<file path="src/rtl/core/cbsm_pkg.sv">
package cbsm_pkg;

    // slot store geometry
    localparam int SLOT_N  = 8;
    localparam int SLOT_AW = 3;
    localparam int SLOT_W  = 8;

    // result address width
    localparam int PHYS_W = 21;

    // fixed prg banks for the upper windows
    localparam logic [SLOT_W-1:0] FIXED_PRG_SECOND_LAST = 8'hFE;
    localparam logic [SLOT_W-1:0] FIXED_PRG_LAST        = 8'hFF;

    // cpu register decode
    localparam logic [15:0] REG_DECODE_MASK = 16'hE001;
    localparam logic [15:0] REG_BANK_SELECT = 16'h8000;
    localparam logic [15:0] REG_BANK_DATA   = 16'h8001;
    localparam logic [15:0] REG_MIRROR      = 16'hA000;
    localparam logic [15:0] REG_RAM_CTRL    = 16'hA001;

    // slots used by the prg windows
    localparam logic [SLOT_AW-1:0] SLOT_PRG_A = 3'd6;
    localparam logic [SLOT_AW-1:0] SLOT_PRG_B = 3'd7;

    // configuration register indexes
    localparam logic CFG_PRG_MASK = 1'b0;
    localparam logic CFG_CHR_MASK = 1'b1;

    typedef enum logic [1:0] {
        CMD_WRITE = 2'd0,
        CMD_PRG   = 2'd1,
        CMD_CHR   = 2'd2
    } t_cmd;

    // where the bank number of a translation comes from
    typedef enum logic [1:0] {
        SRC_SLOT  = 2'd0,
        SRC_FE    = 2'd1,
        SRC_FF    = 2'd2,
        SRC_CHR2K = 2'd3
    } t_bank_src;

    // translation request handed from the front end to the translate stage
    typedef struct packed {
        logic        hit;
        logic        is_prg;
        t_bank_src   src;
        logic        bank_lo;
        logic [12:0] offset;
    } t_xreq;

    // slot contents after reset
    function automatic logic [SLOT_W-1:0] slot_reset(input logic [SLOT_AW-1:0] idx);
        logic [SLOT_W-1:0] v;
        case (idx)
            3'd0:    v = 8'd0;
            3'd1:    v = 8'd1;
            3'd2:    v = 8'd4;
            3'd3:    v = 8'd5;
            3'd4:    v = 8'd6;
            3'd5:    v = 8'd7;
            3'd6:    v = 8'd0;
            3'd7:    v = 8'd1;
            default: v = 8'd0;
        endcase
        return v;
    endfunction

endpackage

</file>
<file path="src/rtl/core/cbsm_bank_ram.sv">
module cbsm_bank_ram (
    input  logic       i_clk,
    input  logic       i_rst_n,
    input  logic       i_we,
    input  logic [2:0] i_waddr,
    input  logic [7:0] i_wdata,
    input  logic       i_re,
    input  logic [2:0] i_raddr,
    output logic [7:0] o_rdata
);
    import cbsm_pkg::*;

    logic [SLOT_W-1:0]  r_mem [SLOT_N];
    logic [SLOT_N-1:0]  r_valid;
    logic [SLOT_W-1:0]  r_rdata;
    logic               r_rvalid;
    logic [SLOT_AW-1:0] r_raddr;

    // slot array, no reset on the data
    always_ff @(posedge i_clk) begin
        if (i_we) begin
            r_mem[i_waddr] <= i_wdata;
        end
        if (i_re) begin
            r_rdata <= r_mem[i_raddr];
            r_raddr <= i_raddr;
        end
    end

    // per-entry written flags and registered read flag
    always_ff @(posedge i_clk) begin
        if (!i_rst_n) begin
            r_valid  <= '0;
            r_rvalid <= 1'b0;
        end else begin
            if (i_we) begin
                r_valid[i_waddr] <= 1'b1;
            end
            if (i_re) begin
                r_rvalid <= r_valid[i_raddr];
            end
        end
    end

    // unwritten entries read as their reset value
    assign o_rdata = r_rvalid ? r_rdata : slot_reset(r_raddr);

endmodule

</file>
<file path="src/rtl/core/cbsm_xlate.sv">
module cbsm_xlate (
    input  cbsm_pkg::t_xreq i_req,
    input  logic [7:0]      i_slot,
    input  logic [7:0]      i_prg_mask,
    input  logic [7:0]      i_chr_mask,
    output logic [20:0]     o_phys_addr,
    output logic            o_hit
);
    import cbsm_pkg::*;

    logic [SLOT_W-1:0] bank;

    // pick the bank number
    always_comb begin
        case (i_req.src)
            SRC_SLOT:  bank = i_slot;
            SRC_FE:    bank = FIXED_PRG_SECOND_LAST;
            SRC_FF:    bank = FIXED_PRG_LAST;
            SRC_CHR2K: bank = {i_slot[6:0], i_req.bank_lo};
            default:   bank = i_slot;
        endcase
    end

    // mask and form the rom byte address, zero on a miss
    always_comb begin
        if (!i_req.hit) begin
            o_phys_addr = '0;
        end else if (i_req.is_prg) begin
            o_phys_addr = {bank & i_prg_mask, i_req.offset};
        end else begin
            o_phys_addr = {3'b000, bank & i_chr_mask, i_req.offset[9:0]};
        end
        o_hit = i_req.hit;
    end

endmodule

</file>
<file path="src/rtl/core/cartridge_bank_switch_mapper.sv">
// Bank-switching mapper: each transfer is a cpu register write or a prg/chr
// address to translate, and gives exactly one registered result. A new item
// can be accepted every cycle while o_stall is low; the eight bank slots sit
// in a small synchronous memory that is written or read at the accepting edge,
// so a write followed directly by a translation through the same slot is
// seen without any bubble. The result register holds a stalled result while a
// further item waits in the translate stage. The status outputs show the
// mirroring and work-ram state after the item. No clearing pass after reset.
module cartridge_bank_switch_mapper (
    input  logic        i_clk,
    input  logic        i_rst_n,
    // item channel
    input  logic        i_valid,
    output logic        o_stall,
    input  logic [1:0]  i_cmd,
    input  logic [15:0] i_bus_addr,
    input  logic [7:0]  i_write_data,
    // result channel
    output logic        o_valid,
    input  logic        i_stall,
    output logic [20:0] o_phys_addr,
    output logic        o_hit,
    output logic        o_mirror_horizontal,
    output logic        o_wram_readable,
    output logic        o_wram_writable,
    // configuration
    input  logic        i_cfg_we,
    input  logic        i_cfg_index,
    input  logic [7:0]  i_cfg_data
);
    import cbsm_pkg::*;

    logic              accept;
    logic              out_ready;
    logic              s1_adv;

    logic [7:0]        r_prg_mask;
    logic [7:0]        r_chr_mask;
    logic [7:0]        r_bank_control;
    logic [7:0]        n_bank_control;
    logic              r_mirror;
    logic              n_mirror;
    logic [1:0]        r_ram_ctrl;
    logic [1:0]        n_ram_ctrl;

    logic              ram_we;
    logic [SLOT_AW-1:0] ram_waddr;
    logic [SLOT_W-1:0] ram_wdata;
    logic              ram_re;
    logic [SLOT_AW-1:0] ram_raddr;
    logic [SLOT_W-1:0] ram_rdata;

    t_xreq             req;
    logic [12:0]       chr_a;

    logic              r_s1_vld;
    t_xreq             r_s1_req;
    logic              r_s1_mirror;
    logic [1:0]        r_s1_ram;

    logic [20:0]       x_phys;
    logic              x_hit;

    logic              r_o_vld;
    logic [20:0]       r_o_phys;
    logic              r_o_hit;
    logic              r_o_mirror;
    logic [1:0]        r_o_ram;

    // handshake
    assign out_ready = !r_o_vld || !i_stall;
    assign s1_adv    = r_s1_vld && out_ready;
    assign o_stall   = r_s1_vld && !out_ready;
    assign accept    = i_valid && !o_stall;

    // configuration registers
    always_ff @(posedge i_clk) begin
        if (!i_rst_n) begin
            r_prg_mask <= 8'hFF;
            r_chr_mask <= 8'hFF;
        end else if (i_cfg_we) begin
            case (i_cfg_index)
                CFG_PRG_MASK: r_prg_mask <= i_cfg_data;
                CFG_CHR_MASK: r_chr_mask <= i_cfg_data;
                default:      r_prg_mask <= r_prg_mask;
            endcase
        end
    end

    // register write decode
    always_comb begin
        n_bank_control = r_bank_control;
        n_mirror       = r_mirror;
        n_ram_ctrl     = r_ram_ctrl;
        ram_we         = 1'b0;
        ram_waddr      = r_bank_control[2:0];
        ram_wdata      = i_write_data;
        if (r_bank_control[2:1] == 2'b00) begin
            ram_wdata = {1'b0, i_write_data[7:1]};
        end
        if (accept && i_cmd == CMD_WRITE) begin
            case (i_bus_addr & REG_DECODE_MASK)
                REG_BANK_SELECT: n_bank_control = i_write_data;
                REG_BANK_DATA:   ram_we         = 1'b1;
                REG_MIRROR:      n_mirror       = i_write_data[0];
                REG_RAM_CTRL:    n_ram_ctrl     = i_write_data[7:6];
                default:         n_mirror       = r_mirror;
            endcase
        end
    end

    // translation setup: slot to read and bank source
    assign chr_a = i_bus_addr[12:0] ^ {r_bank_control[7], 12'h000};

    always_comb begin
        req.hit     = 1'b0;
        req.is_prg  = 1'b0;
        req.src     = SRC_SLOT;
        req.bank_lo = chr_a[10];
        req.offset  = i_bus_addr[12:0];
        ram_raddr   = SLOT_PRG_A;
        if (i_cmd == CMD_PRG) begin
            req.is_prg = 1'b1;
            req.hit    = i_bus_addr[15];
            case (i_bus_addr[14:13])
                2'd0:    req.src = r_bank_control[6] ? SRC_FE : SRC_SLOT;
                2'd1:    ram_raddr = SLOT_PRG_B;
                2'd2:    req.src = r_bank_control[6] ? SRC_SLOT : SRC_FE;
                default: req.src = SRC_FF;
            endcase
        end else if (i_cmd == CMD_CHR) begin
            req.hit    = (i_bus_addr[15:13] == 3'b000);
            req.offset = {3'b000, chr_a[9:0]};
            if (!chr_a[12]) begin
                req.src   = SRC_CHR2K;
                ram_raddr = {2'b00, chr_a[11]};
            end else begin
                ram_raddr = {1'b0, chr_a[11:10]} + 3'd2;
            end
        end
    end

    assign ram_re = accept && req.hit;

    cbsm_bank_ram u_ram (
        .i_clk   (i_clk),
        .i_rst_n (i_rst_n),
        .i_we    (ram_we),
        .i_waddr (ram_waddr),
        .i_wdata (ram_wdata),
        .i_re    (ram_re),
        .i_raddr (ram_raddr),
        .o_rdata (ram_rdata)
    );

    // control state
    always_ff @(posedge i_clk) begin
        if (!i_rst_n) begin
            r_bank_control <= '0;
            r_mirror       <= 1'b0;
            r_ram_ctrl     <= '0;
        end else begin
            r_bank_control <= n_bank_control;
            r_mirror       <= n_mirror;
            r_ram_ctrl     <= n_ram_ctrl;
        end
    end

    // translate stage
    always_ff @(posedge i_clk) begin
        if (!i_rst_n) begin
            r_s1_vld <= 1'b0;
        end else if (accept) begin
            r_s1_vld <= 1'b1;
        end else if (s1_adv) begin
            r_s1_vld <= 1'b0;
        end
    end

    always_ff @(posedge i_clk) begin
        if (accept) begin
            r_s1_req    <= req;
            r_s1_mirror <= n_mirror;
            r_s1_ram    <= n_ram_ctrl;
        end
    end

    cbsm_xlate u_xlate (
        .i_req       (r_s1_req),
        .i_slot      (ram_rdata),
        .i_prg_mask  (r_prg_mask),
        .i_chr_mask  (r_chr_mask),
        .o_phys_addr (x_phys),
        .o_hit       (x_hit)
    );

    // result register
    always_ff @(posedge i_clk) begin
        if (!i_rst_n) begin
            r_o_vld <= 1'b0;
        end else if (s1_adv) begin
            r_o_vld <= 1'b1;
        end else if (!i_stall) begin
            r_o_vld <= 1'b0;
        end
    end

    always_ff @(posedge i_clk) begin
        if (s1_adv) begin
            r_o_phys   <= x_phys;
            r_o_hit    <= x_hit;
            r_o_mirror <= r_s1_mirror;
            r_o_ram    <= r_s1_ram;
        end
    end

    assign o_valid             = r_o_vld;
    assign o_phys_addr         = r_o_phys;
    assign o_hit               = r_o_hit;
    assign o_mirror_horizontal = r_o_mirror;
    assign o_wram_readable     = r_o_ram[1];
    assign o_wram_writable     = r_o_ram[1] && !r_o_ram[0];

`ifndef ASSERT_OFF
    // the slot memory is never read and written by one item
    a_ram_one_access: assert property (@(posedge i_clk) disable iff (!i_rst_n)
        !(ram_we && ram_re))
        else $error("slot memory read and write at the same edge");

    // a result without a hit carries a zero address
    a_miss_zero: assert property (@(posedge i_clk) disable iff (!i_rst_n)
        r_o_vld && !r_o_hit |-> r_o_phys == '0)
        else $error("miss result with nonzero address");

    // an accepted item always lands in the translate stage
    a_accept_lands: assert property (@(posedge i_clk) disable iff (!i_rst_n)
        accept |=> r_s1_vld)
        else $error("accepted item lost");

    // the translate stage only stalls the input when the result is blocked
    a_stall_cause: assert property (@(posedge i_clk) disable iff (!i_rst_n)
        o_stall |-> r_o_vld && i_stall)
        else $error("input stalled without a blocked result");
`endif

endmodule
</file>
<file path="config.mk">
export PLATFORM = sky130hd
export DESIGN_NAME = cartridge_bank_switch_mapper
export DESIGN_NICKNAME = d
export VERILOG_FILES = /design/src/rtl/core/cbsm_pkg.sv /design/src/rtl/core/cbsm_bank_ram.sv /design/src/rtl/core/cbsm_xlate.sv /design/src/rtl/core/cartridge_bank_switch_mapper.sv
export SDC_FILE = /design/constraint.sdc
export NUM_CORES = 1
export LEC_CHECK = 0
export BUFFER_PORTS_ARGS = -buffer_cell sky130_fd_sc_hd__buf_2
export CAP_MARGIN = 10
export CORE_UTILIZATION = 50
export CTS_BUF_LIST = sky130_fd_sc_hd__clkbuf_8
export DETAILED_ROUTE_END_ITERATION = 10
export GPL_TIMING_DRIVEN = 0
export PLACE_DENSITY = 0.7
export SLEW_MARGIN = 20
export SYNTH_ARGS = -nofsm -noshare
export SYNTH_HDL_FRONTEND = slang
export SYNTH_SLANG_ARGS = --single-unit
</file>
<file path="constraint.sdc">
create_clock -name i_clk -period 2.6 [get_ports i_clk]
set_clock_uncertainty 0.05 [all_clocks]
set_input_delay 0.13 -clock i_clk [delete_from_list [all_inputs] [get_ports i_clk]]
set_output_delay 0.13 -clock i_clk [all_outputs]
set_load 0.005 [all_outputs]
</file>
==> summary.md <==
| Metric | Value |
|---|---|
| Fin crit share | 0.946 |
| Post-route ant nets | 0 |
| Final Max Tran Viols | 0 |
| Num CTS Buffers | 17 |
| Worst setup EP type | flip-flop |
| Post-synthesis cell type count | 39 |
| Unrepaired setup endpoints after global routing | true |
| Utilization after layout | 0.622 |
| Wire per inst | 16.0 um |
| Clock buffer depth | 2 |
| LEAKAGE | 2.88 nW |
| Area growth, synth to finish | 20.9% |
| GPL Wtd Cong | 0.828 |
| Status | complete, no violations |
| CTS sink cnt | 159 |
| Syn_nets | 499 |
| Cell Area, Synth | 0.00649 mm2 |
| Setup TNS | 0 ns |
| Final Critical Period | 2.46 ns |
| First-pass GRT wire length | 19,400 um |
| Dominant synthesized flop cell | edfxtp_1 |
| Cell Chain, Critical Path | dlygate4sd3_1 -> buf_2 -> nor3_1 -> nand4_1 -> nor2_1 -> nand3b_1 -> nor2_1 |
| Post-CTS Setup Bufs | 0 |
| Crit path DAT | 2.47 ns |
| # setup viols final | 0 |
| Antenna cells | 0 |
| Share of layout cells above drive strength 1 | 0.234 |
| HPWL Detailed | 8120 um |
| Register area share after synthesis | 0.677 |
| Initial Util | 0.514 |
| Yosys warns | 0 |
| Commonest non-fill, non-tap cell in the layout | edfxtp_1 |
| Grt met2 use | 0.346 |
| Critical Path Slowest Stage Cell | nor2_1 |
| Clk pin slew, worst setup/hold paths | 0.08 ns |
| Most Crowded Layer GR | met2 |
| Final Hold Viols | 0 |
| Worst Hold Depth | 2 |
| Post-synth EDFFs | 121 |
| Reg2reg path depth | 5 |
| Antenna violations before repair | 0 |
| Slowest stage delay, CP | 0.86 ns |
| Number of global-route vias before repair | 3,888 |
| CP dominant cell by count | nor2_1 |
| Levels on crit path | 7 |
| CP Class | in2reg |
| Most frequent cells in the layout | 121 x edfxtp_1, 67 x buf_2, 59 x mux2i_1, 45 x nand2_1, 38 x dfxtp_1 |
| Placed Area | 0.00707 mm2 |
| Largest net degree at the start of global routing | 26 |
| Core area | 0.0126 mm2 |
| Core Rows | 41 |
| Gr usage total | 0.199 |
| Synth Instances | 459 |
| Die area | 0.0134 mm2 |
| Crit path buf inv count | 2 |
| PwrDens | 656 mW/mm2 |
| Critical Path Start Type | primary input |
| Max frequency | 407 MHz |
| Crit path max fanout | 9 |
| Crit path max-delay family | simple AND/OR/NAND/NOR gates |
| Residual DRC count | 0 |
| Overall power | 5.15 mW |
| Pre-antenna DRT Iters | 4 |
| Port Buffers | 65 |
| Min-delay worst type | in2reg |
| Ys async rst share | 0 |
| Die H | 116 um |
| FF+latch count, synth | 159 |
| Max-cap viol count | 0 |
| Worst EP required | 2.61 ns |
| Slew headroom | 0.283 |
| Setup slack, reg-to-reg | 0.22 ns |
| Layout Nets | 620 |
| Met3 usage | 0.0476 |
| Grt total ovfl | 0 |
| Worst-Skew Late Latency | 0.44 ns |
| Initial drt markers | 238 |
| TritonCTS clock tree | yes |
| Worst slew pin tran | 1.07 ns |
| Met1 GRT Util | 0.235 |
| H-tree Lvls | 4 |
| DR vias/cell | 5.18 |
| Die Span X | 116 um |
| Root buf cell | clkbuf_8 |
| Max rail drop VDD | 0.523 mV |
| Hold_ws | 0.0350 ns |
| Io pins | 67 |
| Post-route cell area | 0.00785 mm2 |
| Syn avg cell area | 14.1 um2 |
| Final WL | 12,200 um |
| Vias | 3,961 |
==> report_power, final <==
group	total (mW)	switching (mW)	internal, mW
Clock	1.92	0.880	1.04
Combinational	0.401	0.212	0.188
Sequential	2.82	0.0226	2.80
Total	5.15	1.12	4.03
==> through the flow <==
stage	std cells	setup WS [ns]
after global routing	765	-0.00102
final	765	0.141
after CTS	765	0.165
after global placement	696	-0.0990
after detailed placement	698	0.216
after floorplan	459	0.545
==> state kept, by name, summed over array words and instances, names as in the netlist, named ones only <==
signal and count:
u_ram.r_rvalid 1, r_mirror 1, r_o_ram 2, r_bank_control 5
u_ram.r_mem 64, o_mirror_horizontal 1, r_s1_req 18, r_chr_mask 8
r_s1_mirror 1, u_ram.r_valid 8, r_s1_ram 2, o_phys_addr 21
r_s1_vld 1, o_hit 1, o_valid 1, r_ram_ctrl 2
r_prg_mask 8, u_ram.r_rdata 8, u_ram.r_raddr 3
==> final timing paths <==
path | startpoint | to
hold / removal | i_write_data[7] | r_s1_ram[1]$_DFFE_PP_
setup / recovery | i_cmd[0] | u_ram.r_mem[6][3]$_DFFE_PP_
setup reg to reg | o_valid$_SDFFE_PN0P_ | u_ram.r_mem[6][3]$_DFFE_PP_
hold reg to reg | r_s1_ram[1]$_DFFE_PP_ | r_o_ram[1]$_DFFE_PP_
==> synthesized netlist by cell type, types with 2 or more instances <==
master	count	area (um2)
edfxtp_1	121	3630
mux2i_1	59	591
nand2_1	45	169
dfxtp_1	38	761
nand3_1	27	135
mux2_2	23	259
and2_1	22	138
nor2b_1	15	93.8
nor2_1	14	52.6
clkbuf_1	11	41.3
o21a_1	10	75.1
a21oi_1	9	45.0
o21ai_0	8	40.0
inv_1	5	18.8
nand2b_1	5	31.3
nor3_1	5	25.0
nor3b_1	5	37.5
a21boi_0	4	30.0
a31oi_1	3	18.8
buf_12	3	60.1
buf_6	3	33.8
xor2_1	3	26.3
buf_2	2	10.0
nand3b_1	2	15.0
nor2_4	2	22.5
xnor2_1	2	17.5
==> per-layer routing <==
| layer | vias to the layer above | part of all wire |
|---|---|---|
| li1 | 1919 | - |
| met1 | 1926 | 0.44 |
| met2 | 94 | 0.50 |
| met3 | 22 | 0.041 |
| met4 | 0 | 0.022 |
| met5 | - | 0 |
==> final cells by class <==
cell class	count	area [um2]
fillers	957	4770
flip-flops and latches	159	4390
multi-input cells	273	1940
repair buffers	102	691
clock buffers	17	234
well taps	172	215
clock inverters	15	191
plain buffers	21	159
inverters	6	22.5
==> kinds of logic (layout without fill, tap and decap cells) <==
kind of cell              after synthesis  in the layout  synth area share
AOI/OAI and AO/OA                      38             38            0.0378
xor gates and xnor gates                5              5           0.00675
buffers and inverters                  27            161            0.0279
DFF                                   159            159             0.677
muxes                                  83             83             0.134
and+or+nand+nor                       147            147             0.116
==> what timing repair did <==
| item | CTS | global route |
|---|---|---|
| endpoints found under the hold margin | 40 | 0 |
| resized for setup | 0 | 1 |
| setup endpoints to repair | 0 | 12 |
| hold buffers | 35 | 0 |
Note: power is estimated with default switching activity, not from simulation.
